### src/rtl/tqs_pkg.sv
package tqs_pkg;

  localparam int FUNC_W = 2;
  localparam int ID_W   = 4;
  localparam int PRI_W  = 8;
  localparam int ST_W   = 2;

  // number of task ids that the request field can address
  localparam int ID_SPACE = 2 ** ID_W;

  localparam logic [FUNC_W-1:0] FUNC_TICK   = 2'd0;
  localparam logic [FUNC_W-1:0] FUNC_ADD    = 2'd1;
  localparam logic [FUNC_W-1:0] FUNC_STATUS = 2'd2;

  localparam logic [ST_W-1:0] ST_FREE   = 2'd0;
  localparam logic [ST_W-1:0] ST_RUN    = 2'd1;
  localparam logic [ST_W-1:0] ST_NOTRUN = 2'd2;

  typedef logic [PRI_W-1:0] slice_t;

endpackage

### src/rtl/tqs_if.sv
interface tqs_in_if;
  logic                        valid;
  logic                        ready;
  logic [tqs_pkg::FUNC_W-1:0]  func;
  logic [tqs_pkg::ID_W-1:0]    task_id;
  logic [tqs_pkg::PRI_W-1:0]   priority_req;
  logic [tqs_pkg::ST_W-1:0]    new_status;

  modport source (output valid, func, task_id, priority_req, new_status, input ready);
  modport sink   (input valid, func, task_id, priority_req, new_status, output ready);
  modport mon    (input valid, ready, func, task_id, priority_req, new_status);
endinterface

interface tqs_out_if;
  logic                        valid;
  logic                        ready;
  logic                        run_valid;
  logic [tqs_pkg::ID_W-1:0]    run_task;
  tqs_pkg::slice_t             slices_remaining;
  logic                        idle;

  modport source (output valid, run_valid, run_task, slices_remaining, idle, input ready);
  modport sink   (input valid, run_valid, run_task, slices_remaining, idle, output ready);
  modport mon    (input valid, ready, run_valid, run_task, slices_remaining, idle);
endinterface

### src/rtl/two_queue_time_slice_scheduler.sv
// channel    dir  payload                                          handshake
// in_chan    in   func, task_id, priority_req, new_status          valid / ready
// out_chan   out  run_valid, run_task, slices_remaining, idle      valid / ready
//
// add and status requests pass idle and done; a tick keeping the current task adds check
// a scanning tick adds scan and eval per entry examined, and a final scan if none runs;
// the scan loop pops one entry per pass through the shared queue memory port
// rst_n is synchronous: both queues empty, all tasks free, no task current
// in_chan.ready is high only between requests; a finished result waits in the output
// register, and a new request is taken while that result is still stalled

module two_queue_time_slice_scheduler #(
  parameter int NUM_TASKS = 16
) (
  input  logic      clk,
  input  logic      rst_n,
  tqs_in_if.sink    in_chan,
  tqs_out_if.source out_chan
);

  localparam int TASK_SLOTS = (NUM_TASKS < tqs_pkg::ID_SPACE) ? NUM_TASKS : tqs_pkg::ID_SPACE;
  localparam int TIW        = (TASK_SLOTS > 1) ? $clog2(TASK_SLOTS) : 1;
  localparam int LW         = $clog2(TASK_SLOTS + 1);
  localparam int RING       = 2 ** TIW;

  localparam logic [2:0] S_IDLE  = 3'd0;
  localparam logic [2:0] S_CHECK = 3'd1;
  localparam logic [2:0] S_SCAN  = 3'd2;
  localparam logic [2:0] S_EVAL  = 3'd3;
  localparam logic [2:0] S_DONE  = 3'd4;

  logic [2:0]                  state_r, state_nxt;
  logic [TIW-1:0]              cur_task_r, cur_task_nxt;
  logic                        cur_valid_r, cur_valid_nxt;
  tqs_pkg::slice_t             slice_r, slice_nxt;
  logic                        aq_r, aq_nxt;
  logic [TIW-1:0]              head_r [2];
  logic [TIW-1:0]              head_nxt [2];
  logic [TIW-1:0]              tail_r [2];
  logic [TIW-1:0]              tail_nxt [2];
  logic [LW-1:0]               len_r [2];
  logic [LW-1:0]               len_nxt [2];
  logic [LW-1:0]               budget_r, budget_nxt;
  logic [tqs_pkg::ST_W-1:0]    status_r [TASK_SLOTS];
  logic [tqs_pkg::ST_W-1:0]    status_nxt [TASK_SLOTS];
  tqs_pkg::slice_t             prio_r [TASK_SLOTS];
  tqs_pkg::slice_t             prio_nxt [TASK_SLOTS];
  logic                        queued_r [TASK_SLOTS];
  logic                        queued_nxt [TASK_SLOTS];
  logic                        res_tick_r, res_tick_nxt;

  logic                        out_valid_r, out_valid_nxt;
  logic                        out_run_valid_r, out_run_valid_nxt;
  logic [tqs_pkg::ID_W-1:0]    out_run_task_r, out_run_task_nxt;
  tqs_pkg::slice_t             out_slices_r, out_slices_nxt;
  logic                        out_idle_r, out_idle_nxt;

  // both queues share one ring memory, queue select in the top address bit
  logic [TIW-1:0]              queue_mem [2*RING];
  logic [TIW-1:0]              mem_rd_r;
  logic                        mem_we, mem_re;
  logic [TIW:0]                mem_waddr, mem_raddr;
  logic [TIW-1:0]              mem_wdata;

  logic                        in_ready, in_acc, id_ok, aq_eff, out_free;
  logic [TIW-1:0]              id_idx, st_idx;
  logic [tqs_pkg::ST_W-1:0]    st_rd;
  tqs_pkg::slice_t             pr_rd;

  assign in_ready        = (state_r == S_IDLE);
  assign in_chan.ready   = in_ready;
  assign in_acc          = in_chan.valid && in_ready;
  assign id_ok           = (32'(in_chan.task_id) < NUM_TASKS);
  assign id_idx          = TIW'(in_chan.task_id);
  assign st_idx          = (state_r == S_CHECK) ? cur_task_r : mem_rd_r;
  assign st_rd           = status_r[st_idx];
  assign pr_rd           = prio_r[mem_rd_r];
  // swap queues when the active one has run dry
  assign aq_eff          = (len_r[aq_r] == '0) ? ~aq_r : aq_r;
  assign out_free        = !out_valid_r || out_chan.ready;

  assign out_chan.valid            = out_valid_r;
  assign out_chan.run_valid        = out_run_valid_r;
  assign out_chan.run_task         = out_run_task_r;
  assign out_chan.slices_remaining = out_slices_r;
  assign out_chan.idle             = out_idle_r;

  always_comb begin
    state_nxt         = state_r;
    cur_task_nxt      = cur_task_r;
    cur_valid_nxt     = cur_valid_r;
    slice_nxt         = slice_r;
    aq_nxt            = aq_r;
    head_nxt          = head_r;
    tail_nxt          = tail_r;
    len_nxt           = len_r;
    budget_nxt        = budget_r;
    status_nxt        = status_r;
    prio_nxt          = prio_r;
    queued_nxt        = queued_r;
    res_tick_nxt      = res_tick_r;
    out_valid_nxt     = out_valid_r && !out_chan.ready;
    out_run_valid_nxt = out_run_valid_r;
    out_run_task_nxt  = out_run_task_r;
    out_slices_nxt    = out_slices_r;
    out_idle_nxt      = out_idle_r;
    mem_we            = 1'b0;
    mem_re            = 1'b0;
    mem_waddr         = '0;
    mem_raddr         = '0;
    mem_wdata         = '0;

    unique case (state_r)
      S_IDLE: begin
        if (in_acc) begin
          res_tick_nxt = (in_chan.func == tqs_pkg::FUNC_TICK);
          priority if (in_chan.func == tqs_pkg::FUNC_TICK) begin
            state_nxt = S_CHECK;
          end else if (in_chan.func == tqs_pkg::FUNC_ADD) begin
            state_nxt = S_DONE;
            if (id_ok) begin
              prio_nxt[id_idx] = in_chan.priority_req;
              if (!queued_r[id_idx]) begin
                queued_nxt[id_idx] = 1'b1;
                if (32'(len_r[0]) < TASK_SLOTS) begin
                  mem_we      = 1'b1;
                  mem_waddr   = {1'b0, tail_r[0]};
                  mem_wdata   = id_idx;
                  tail_nxt[0] = tail_r[0] + 1'b1;
                  len_nxt[0]  = len_r[0] + 1'b1;
                end
              end
            end
          end else if (in_chan.func == tqs_pkg::FUNC_STATUS) begin
            state_nxt = S_DONE;
            if (id_ok && in_chan.new_status <= tqs_pkg::ST_NOTRUN) begin
              status_nxt[id_idx] = in_chan.new_status;
            end
          end else begin
            state_nxt = S_DONE;
          end
        end
      end
      S_CHECK: begin
        if (cur_valid_r && slice_r != '0 && st_rd == tqs_pkg::ST_RUN) begin
          slice_nxt = slice_r - 1'b1;
          state_nxt = S_DONE;
        end else begin
          cur_valid_nxt = 1'b0;
          cur_task_nxt  = '0;
          slice_nxt     = '0;
          budget_nxt    = LW'(len_r[0] + len_r[1]);
          state_nxt     = S_SCAN;
        end
      end
      S_SCAN: begin
        if (budget_r == '0) begin
          state_nxt = S_DONE;
        end else begin
          budget_nxt       = budget_r - 1'b1;
          aq_nxt           = aq_eff;
          mem_re           = 1'b1;
          mem_raddr        = {aq_eff, head_r[aq_eff]};
          head_nxt[aq_eff] = head_r[aq_eff] + 1'b1;
          len_nxt[aq_eff]  = len_r[aq_eff] - 1'b1;
          state_nxt        = S_EVAL;
        end
      end
      S_EVAL: begin
        state_nxt = S_SCAN;
        if (st_rd == tqs_pkg::ST_FREE) begin
          queued_nxt[mem_rd_r] = 1'b0;
        end else begin
          if (32'(len_r[~aq_r]) < TASK_SLOTS) begin
            mem_we         = 1'b1;
            mem_waddr      = {~aq_r, tail_r[~aq_r]};
            mem_wdata      = mem_rd_r;
            tail_nxt[~aq_r] = tail_r[~aq_r] + 1'b1;
            len_nxt[~aq_r]  = len_r[~aq_r] + 1'b1;
          end
          if (st_rd == tqs_pkg::ST_RUN) begin
            cur_task_nxt  = mem_rd_r;
            cur_valid_nxt = 1'b1;
            // zero priority still gets one slice, used by this tick
            slice_nxt     = (pr_rd == '0) ? '0 : pr_rd - 1'b1;
            state_nxt     = S_DONE;
          end
        end
      end
      S_DONE: begin
        if (out_free) begin
          out_valid_nxt     = 1'b1;
          out_run_valid_nxt = res_tick_r && cur_valid_r;
          out_run_task_nxt  = (res_tick_r && cur_valid_r) ? tqs_pkg::ID_W'(cur_task_r) : '0;
          out_slices_nxt    = (res_tick_r && cur_valid_r) ? slice_r : '0;
          out_idle_nxt      = res_tick_r && !cur_valid_r;
          state_nxt         = S_IDLE;
        end
      end
      default: begin
        state_nxt = S_IDLE;
      end
    endcase
  end

  always_ff @(posedge clk) begin
    if (!rst_n) begin
      state_r     <= S_IDLE;
      cur_task_r  <= '0;
      cur_valid_r <= 1'b0;
      slice_r     <= '0;
      aq_r        <= 1'b0;
      head_r      <= '{default: '0};
      tail_r      <= '{default: '0};
      len_r       <= '{default: '0};
      status_r    <= '{default: tqs_pkg::ST_FREE};
      queued_r    <= '{default: 1'b0};
      out_valid_r <= 1'b0;
    end else begin
      state_r     <= state_nxt;
      cur_task_r  <= cur_task_nxt;
      cur_valid_r <= cur_valid_nxt;
      slice_r     <= slice_nxt;
      aq_r        <= aq_nxt;
      head_r      <= head_nxt;
      tail_r      <= tail_nxt;
      len_r       <= len_nxt;
      status_r    <= status_nxt;
      queued_r    <= queued_nxt;
      out_valid_r <= out_valid_nxt;
    end
  end

  always_ff @(posedge clk) begin
    budget_r        <= budget_nxt;
    res_tick_r      <= res_tick_nxt;
    prio_r          <= prio_nxt;
    out_run_valid_r <= out_run_valid_nxt;
    out_run_task_r  <= out_run_task_nxt;
    out_slices_r    <= out_slices_nxt;
    out_idle_r      <= out_idle_nxt;
  end

  always_ff @(posedge clk) begin
    if (mem_we) begin
      queue_mem[mem_waddr] <= mem_wdata;
    end
    if (mem_re) begin
      mem_rd_r <= queue_mem[mem_raddr];
    end
  end

endmodule

### src/flat_wrapper.sv
// flat-port wrapper written by rule: the top's interface ports become plain ports
module two_queue_time_slice_scheduler_flat 
#(
  parameter int NUM_TASKS = 16
)
  (clk, rst_n, in_chan_valid, in_chan_func, in_chan_task_id, in_chan_priority_req, in_chan_new_status, in_chan_ready, out_chan_valid, out_chan_run_valid, out_chan_run_task, out_chan_slices_remaining, out_chan_idle, out_chan_ready);
  tqs_in_if in_chan_i ();
  tqs_out_if out_chan_i ();
  input  logic clk;
  input  logic rst_n;
  input wire logic [$bits(in_chan_i.valid)-1:0] in_chan_valid;
  input wire logic [$bits(in_chan_i.func)-1:0] in_chan_func;
  input wire logic [$bits(in_chan_i.task_id)-1:0] in_chan_task_id;
  input wire logic [$bits(in_chan_i.priority_req)-1:0] in_chan_priority_req;
  input wire logic [$bits(in_chan_i.new_status)-1:0] in_chan_new_status;
  output wire logic [$bits(in_chan_i.ready)-1:0] in_chan_ready;
  output wire logic [$bits(out_chan_i.valid)-1:0] out_chan_valid;
  output wire logic [$bits(out_chan_i.run_valid)-1:0] out_chan_run_valid;
  output wire logic [$bits(out_chan_i.run_task)-1:0] out_chan_run_task;
  output wire logic [$bits(out_chan_i.slices_remaining)-1:0] out_chan_slices_remaining;
  output wire logic [$bits(out_chan_i.idle)-1:0] out_chan_idle;
  input wire logic [$bits(out_chan_i.ready)-1:0] out_chan_ready;
  assign in_chan_i.valid = in_chan_valid;
  assign in_chan_i.func = in_chan_func;
  assign in_chan_i.task_id = in_chan_task_id;
  assign in_chan_i.priority_req = in_chan_priority_req;
  assign in_chan_i.new_status = in_chan_new_status;
  assign in_chan_ready = in_chan_i.ready;
  assign out_chan_valid = out_chan_i.valid;
  assign out_chan_run_valid = out_chan_i.run_valid;
  assign out_chan_run_task = out_chan_i.run_task;
  assign out_chan_slices_remaining = out_chan_i.slices_remaining;
  assign out_chan_idle = out_chan_i.idle;
  assign out_chan_i.ready = out_chan_ready;
  two_queue_time_slice_scheduler #(.NUM_TASKS(NUM_TASKS)) u_core (.clk(clk), .rst_n(rst_n), .in_chan(in_chan_i), .out_chan(out_chan_i));
endmodule
### config.mk
export PLATFORM = sky130hd
export DESIGN_NAME = two_queue_time_slice_scheduler_flat
export DESIGN_NICKNAME = d
export VERILOG_FILES = /design/src/rtl/tqs_pkg.sv /design/src/rtl/tqs_if.sv /design/src/rtl/two_queue_time_slice_scheduler.sv /design/src/flat_wrapper.sv
export SDC_FILE = /design/constraint.sdc
export NUM_CORES = 1
export LEC_CHECK = 0
export BUFFER_PORTS_ARGS = -buffer_cell sky130_fd_sc_hd__buf_2
export CAP_MARGIN = 20
export CORE_MARGIN = 1.5
export CORE_UTILIZATION = 57
export CTS_CLUSTER_DIAMETER = 40
export CTS_CLUSTER_SIZE = 20
export DETAILED_ROUTE_END_ITERATION = 10
export HOLD_SLACK_MARGIN = 0.05
export PLACE_DENSITY_LB_ADDON = 0.15
export SLEW_MARGIN = 10
export SYNTH_ARGS = -nofsm -noshare
export SYNTH_HDL_FRONTEND = slang
export SYNTH_SLANG_ARGS = --single-unit
### constraint.sdc
create_clock -name clk -period 4.8 [get_ports clk]
set_clock_uncertainty 0.2 [all_clocks]
set_input_delay 0.24 -clock clk [delete_from_list [all_inputs] [get_ports clk]]
set_output_delay 0.24 -clock clk [all_outputs]
set_load 0.01 [all_outputs]
======== Word level (Yosys, flattened, before mapping) ========
Memory sizes are Yosys's and may differ from the RTL's. A register that Yosys moved wholly into a read port is not among the register bits.
Index checks and enable logic that the tools add are counted.
W data, S select, Z words.
operators by class
  order comparisons ....................... 13
  equal/unequal tests ..................... 19
  bitwise gates (word level) .............. 14
  reduce and logical (&&, ||, !) cells .... 40
  $add $sub $neg .......................... 10
  multiplexer cells ....................... 128
operators with widths
  operator               count
  $mux W5                26
  $bwmux W128            1
  $mux W4                25
  $mux W16               5
  $mux W8                9
  $bmux W8 S4            1
  $bwmux W32             1
  $demux W8 S4           1
  $pmux W16 S2           1
  $mux W10               3
  $pmux W5 S2            3
  $pmux W4 S2            3
  $mux W1                21
  $mux W3                7
  $bwmux W10             2
  $and A16 B16 Y16       1
  $bwmux W8              2
  $ne A2 B2 Y1 const B   8
  $not A16 Y16           1
  $or A16 B16 Y16        1
  $pmux W8 S2            1
  $sub A8 B1 Y8 const B  2
  $ge A5 B5 Y1 const B   3
  $not A4 Y5             3
  43 further kinds       93
storage, ports and cells
  memory bits (writable) .................. 128
  memories kept ........................... 1
  bits in registers ....................... 240
memory list
  memory            words  width  read ports  clocked after memory_dff  write ports  line                                  text
  u_core.queue_mem  32     4      1           1                         1            two_queue_time_slice_scheduler.sv:59  logic [TIW-1:0] queue_mem [2*RING];

======== Logic depth before layout (Yosys ltp) ========
  word-level depth ........................ 14
  gate-level depth with buffers ........... 14

======== Least setup slack after synthesis ========
OpenSTA, ideal clock, no wires.
  path kind ............................... register -> register
  start point ............................. register u_core.mem_rd_r[1] (read register of u_core.queue_mem)
  end point ............................... register u_core.slice_r[6]
  required time ........................... 4.483 ns
  setup slack ............................. 1.589 ns
  arrival time ............................ 2.894 ns
  stages on the path, launching flop included .. 15
  setup time .............................. 0.117 ns
  path buffers ............................ 4
  cells stage by stage .................... edfxtp_1 > buf_2 > buf_2 > buf_2 > clkbuf_1 > mux4_2 > a22oi_1 > nand2_1 > inv_1 > ha_1 > nand3_1 > nor4_1 > xnor2_1 > o2bb2ai_1 > a32o_1
between the ends
  cells in the longest elaborated chain, start to end .. 9
  elaborated cells on any way between the ends .. 22
  those cells by class .................... 1 x add/sub; 3 x eq/ne; 12 x mux; 2 x bitwise; 4 x reduce/logical
ends and longest elaborated chain
  what                                                                 line                                                                                                                 text
  from (decl)                                                          two_queue_time_slice_scheduler.sv:60                                                                                 logic [TIW-1:0] mem_rd_r;
  $not A4 Y5 (not written as such) / $mux W4 (equally long branches)   two_queue_time_slice_scheduler.sv:77, two_queue_time_slice_scheduler.sv:75
  $bmux W8 S4 / $not A4 Y5 (equally long branches)                     two_queue_time_slice_scheduler.sv:77, two_queue_time_slice_scheduler.sv:76
  $mux W8 (not written as such) / $bmux W2 S4 (equally long branches)  two_queue_time_slice_scheduler.sv:77, two_queue_time_slice_scheduler.sv:76
  $mux W8 (not written as such) / $mux W2 (equally long branches)      two_queue_time_slice_scheduler.sv:77, two_queue_time_slice_scheduler.sv:76
  $sub A8 B1 Y8 (tied with other cells)                                two_queue_time_slice_scheduler.sv:185                                                                                slice_nxt = (pr_rd == '0) ? '0 : pr_rd - 1'b1;
  $mux W8 / $eq A2 B1 Y1 (equally long branches)                       two_queue_time_slice_scheduler.sv:185, two_queue_time_slice_scheduler.sv:145, two_queue_time_slice_scheduler.sv:181
  $mux W8 / $logic_and A1 B1 Y1 (equally long branches)                two_queue_time_slice_scheduler.sv:181, two_queue_time_slice_scheduler.sv:145
  $mux W8 (on tied branches)                                           two_queue_time_slice_scheduler.sv:171, two_queue_time_slice_scheduler.sv:145
  $pmux W8 S2                                                          two_queue_time_slice_scheduler.sv:113                                                                                unique case (state_r)
  to (signal assigned)                                                 two_queue_time_slice_scheduler.sv:223                                                                                slice_r <= slice_nxt;
  to (decl)                                                            two_queue_time_slice_scheduler.sv:35                                                                                 tqs_pkg::slice_t slice_r, slice_nxt;
Parallel ways exist; a longest one is shown, timed or not. The select of a mux whose other input is x is not followed.
A chain may end at the register's enable or synchronous reset.

======== Final worst setup path ========
  start point ............................. register u_core.mem_rd_r[0] (read register of u_core.queue_mem)
  end point ............................... register u_core.slice_r[2]
Same word-level chain as after synthesis.

==> results by group <==
Yosys
  • Synth top area cells: edfxtp_1, dfxtp_1, mux4_2
  • Gate Count Post-Synth: 1409
  • Synth Area in Compound Gates: 0.0983
  • Post-synthesis mux area share: 0.118
  • Post-Syn Area: 17400 um2
  • Adder-Cell Fraction of Synth Area: 0.0112
  • Yosys cell types: 81
  • Number of flops mapped to enable cells by yosys: 280
  • Yosys top cell area share: 0.482
  • Syn. warnings: 0
  • #FFs+latches synth: 372
  • Synth Area in XOR/XNOR: 0.0136
  • Largest family of logic cells by synthesized area: simple AND/OR/NAND/NOR gates
  • Sequential share of the synthesized area: 0.588
  • Mean Syn Cell Area: 12.4 um2
  • Post-synth net total: 1444
  • Synth Flop Type: edfxtp_1
  • Area leader, netlist: edfxtp_1
  • Simple-Gate Fraction of Synth Area: 0.140
  • Ys async rst share: 0

Drt
  • Vias per cell: 6.27
  • Final WL: 41000 um
  • 1st-iter DRT viols: 1353
  • Post-route ant nets: 0
  • Wire per inst: 21.7 um
  • Post-route DRC: 0
  • Via count: 11900
  • TritonRoute pass-1 iters: 5

Clock tree
  • Num CTS Buffers: 48
  • CTS tree: built
  • Clock root buffer master: clkbuf_16
  • Sink Count: 372
  • CTS resizes: 0
  • Clk slew on worst S/H paths: 60 ps
  • Worst skew pair latency: 570 ps
  • CTS H-Tree Depth: 2
  • CTS Buffer Depth: 3

STA
  • Slew @ Worst Pin: 1040 ps
  • Slew margin rel.: 0.306
  • Peak Freq: 0.236 GHz
  • Post-Route Setup TNS: 0 ps
  • Unrepaired setup endpoints after global routing: no
  • Minimum clock period: 4230 ps
  • Final Cycle Share: 0.881
  • Finish-stage setup viols: 0
  • Hold violation count in the final report: 0
  • Max-slew violation count: 0

Final layout
  • Final #Nets: 1494
  • Share of cells above drive strength 1: 0.155
  • P&R area growth vs syn: 13.9%
  • Ant diodes: 0
  • Non-Filler Instances: 1889

Global routing
  • Remaining Overflow, GRT: 0
  • Largest net degree at the start of global routing: 54
  • Initial antenna violation count: 0
  • First-pass GRT wire length: 64100 um
  • Vias in the first global route: 11500
  • Total GRT Usage: 0.265

Setup path
  • Crit-path max FO: 32
  • Crit end category: flop
  • Critical setup path kind: flop to flop
  • WP data required: 5030 ps
  • Worst path arrival time: 4460 ps
  • R2r setup slk: 570 ps
  • CP startpoint kind: flop
  • Worst-case reg-to-reg path depth: 9

Pwr
  • Tot Pwr: 0.00756 W
  • Switch share: 0.229
  • Pwr per Cell Area: 381 nW/um2
  • Clock share of power: 0.488
  • Combinational power share: 0.047
  • Part of the power in registers: 0.464
  • Max VDD drop: 222 uV
  • P_leak: 7.09 nW
  • Int Pwr: 0.00583 W
  • Switching power: 0.00173 W

Min path
  • HP Class: primary input to flop
  • Hold Path Stages: 2

Job
  • Max-cap violations: 0

Placed design
  • I/O Buffers: 35
  • Placed Instances: 1779
  • Hpwl dp: 27000 um
  • Gpl congestion: 0.883

Die
  • Die Wd: 178 um
  • Die footprint: 31600 um2
  • Top Ports: 36
  • Core box area: 29900 um2
  • Die Span Y: 178 um
  • Initial Util: 0.583
  • Row count: 63

Run status
  • Status: complete, no violations
critical path: stages (launching register included):
cell      delay (ps)
edfxtp_1         960
buf_12           330
mux4_2           530
a22o_1           240
a221oi_1         550
ha_1             320
nand3_1          170
o31ai_4          420
o22ai_1          150
a32o_1           210
synthesized netlist by cell type (all sizes together), types with 6 or more instances:
cell    number
a21oi       40
or3          6
and3        27
o311ai       9
dfxtp       92
a21boi      13
nand2      149
a22oi       17
mux4        49
mux2        13
or2          6
a211oi      10
buf         41
a31oi       20
ha          14
nand3b       8
nor4         8
edfxtp     280
xnor2       17
o22ai        8
nor2b       47
a32o         7
xor2        10
nor2       114
inv         26
nor3        17
and2        18
mux2i       77
nand2b      24
a221oi       6
nand4        7
o41ai        7
clkbuf      51
o21ai       55
nand3       51
per-layer routing:
metal  global-route usage  up-vias  share of wire  wire length (um)
met5                    0        -              0                 0
met2                0.418      537           0.46             19000
li1                     -     5420              -                 -
met3               0.0364       97          0.079              3260
met1                0.377     5796           0.43             17600
met4               0.0921        0          0.029              1170
final cells by class:
class                           count  area, um2
Inverter                           26       97.6
Clock inverter                     36        394
Fill cell                        2219      10000
Sequential cell                   372      10200
Clock buffer                       54       1300
Timing Repair Buffer               92        678
Tap cell                          390        488
Multi-Input combinational cell    919       6640
worst paths after layout:
| check | start | to |
|---|---|---|
| min reg2reg | u_core.head_r[3] | u_core.head_r[3] |
| max reg2reg | u_core.mem_rd_r[0] | u_core.slice_r[2] |
| max | u_core.mem_rd_r[0] | u_core.slice_r[2] |
| min | rst_n | u_core.queued_r[8] |
state kept, by name (all words and copies together) (netlist names):
register / count
u_core.len_r: 10
u_core.tail_r: 8
u_core.mem_rd_r: 4
u_core.out_chan.valid: 1
u_core.status_r: 32
u_core.out_chan.run_task: 4
u_core.queued_r: 16
u_core.out_chan.idle: 1
u_core.slice_r: 8
u_core.state_r: 3
u_core.out_chan.run_valid: 1
u_core.cur_valid_r: 1
u_core.queue_mem: 128
u_core.prio_r: 128
u_core.head_r: 8
u_core.aq_r: 1
u_core.budget_r: 5
u_core.out_chan.slices_remaining: 8
u_core.cur_task_r: 4
u_core.res_tick_r: 1
cells in the final DEF (no fill, tap or decap), types with 17 or more instances in the layout:
cell           count
nor2b_1           47
dfxtp_1           92
nand2b_1          24
xnor2_1           17
buf_4             35
a21oi_1           39
nor2_1           111
nand3_1           51
clkbuf_16         51
edfxtp_1         280
mux2i_1           77
mux4_2            39
nand2_1          148
dlygate4sd3_1     20
o21ai_0           50
nor3_1            17
a31oi_1           20
and2_1            18
inv_1             26
buf_2             35
and3_1            27
cell families after synthesis:
group | after synthesis
AO/OA/AOI/OAI | 241
buffers and inverters | 118
flip-flops | 372
multiplexers | 139
adder cells (fa/ha/maj) | 15
AND/OR/NAND/NOR | 497
XOR/XNOR | 27
power groups by stage:
stage | clock [W] | combinational, W | sequential, W
6_report | 0.00369 | 0.000359 | 0.00351
5_1_grt | 0.00387 | 0.000393 | 0.00351
4_1_cts | 0.00374 | 0.000357 | 0.00351
3_5_place_dp | 0 | 0.000343 | 0.00358
3_3_place_gp | 0 | 0.000339 | 0.00358
2_1_floorplan | 0 | 0.000244 | 0.00356
metrics by stage:
step | setup slack (ps) | util | area, um2 | hold slack (ps)
3_3_place_gp | 723 | 0.601 | 18000 | 249
5_1_grt | 435 | 0.664 | 19800 | 169
4_1_cts | 651 | 0.664 | 19800 | 119
3_5_place_dp | 681 | 0.601 | 18000 | 263
6_report | 569 | 0.664 | 19800 | 151
2_1_floorplan | 1590 | - | 17400 | 139
what timing repair did:
action	CTS	global route
hold buffers	20	0
setup buffers	0	0
setup endpoints to repair	0	0
hold endpoints to repair	170	0
No activity file was read; power rests on OpenSTA's default activity.
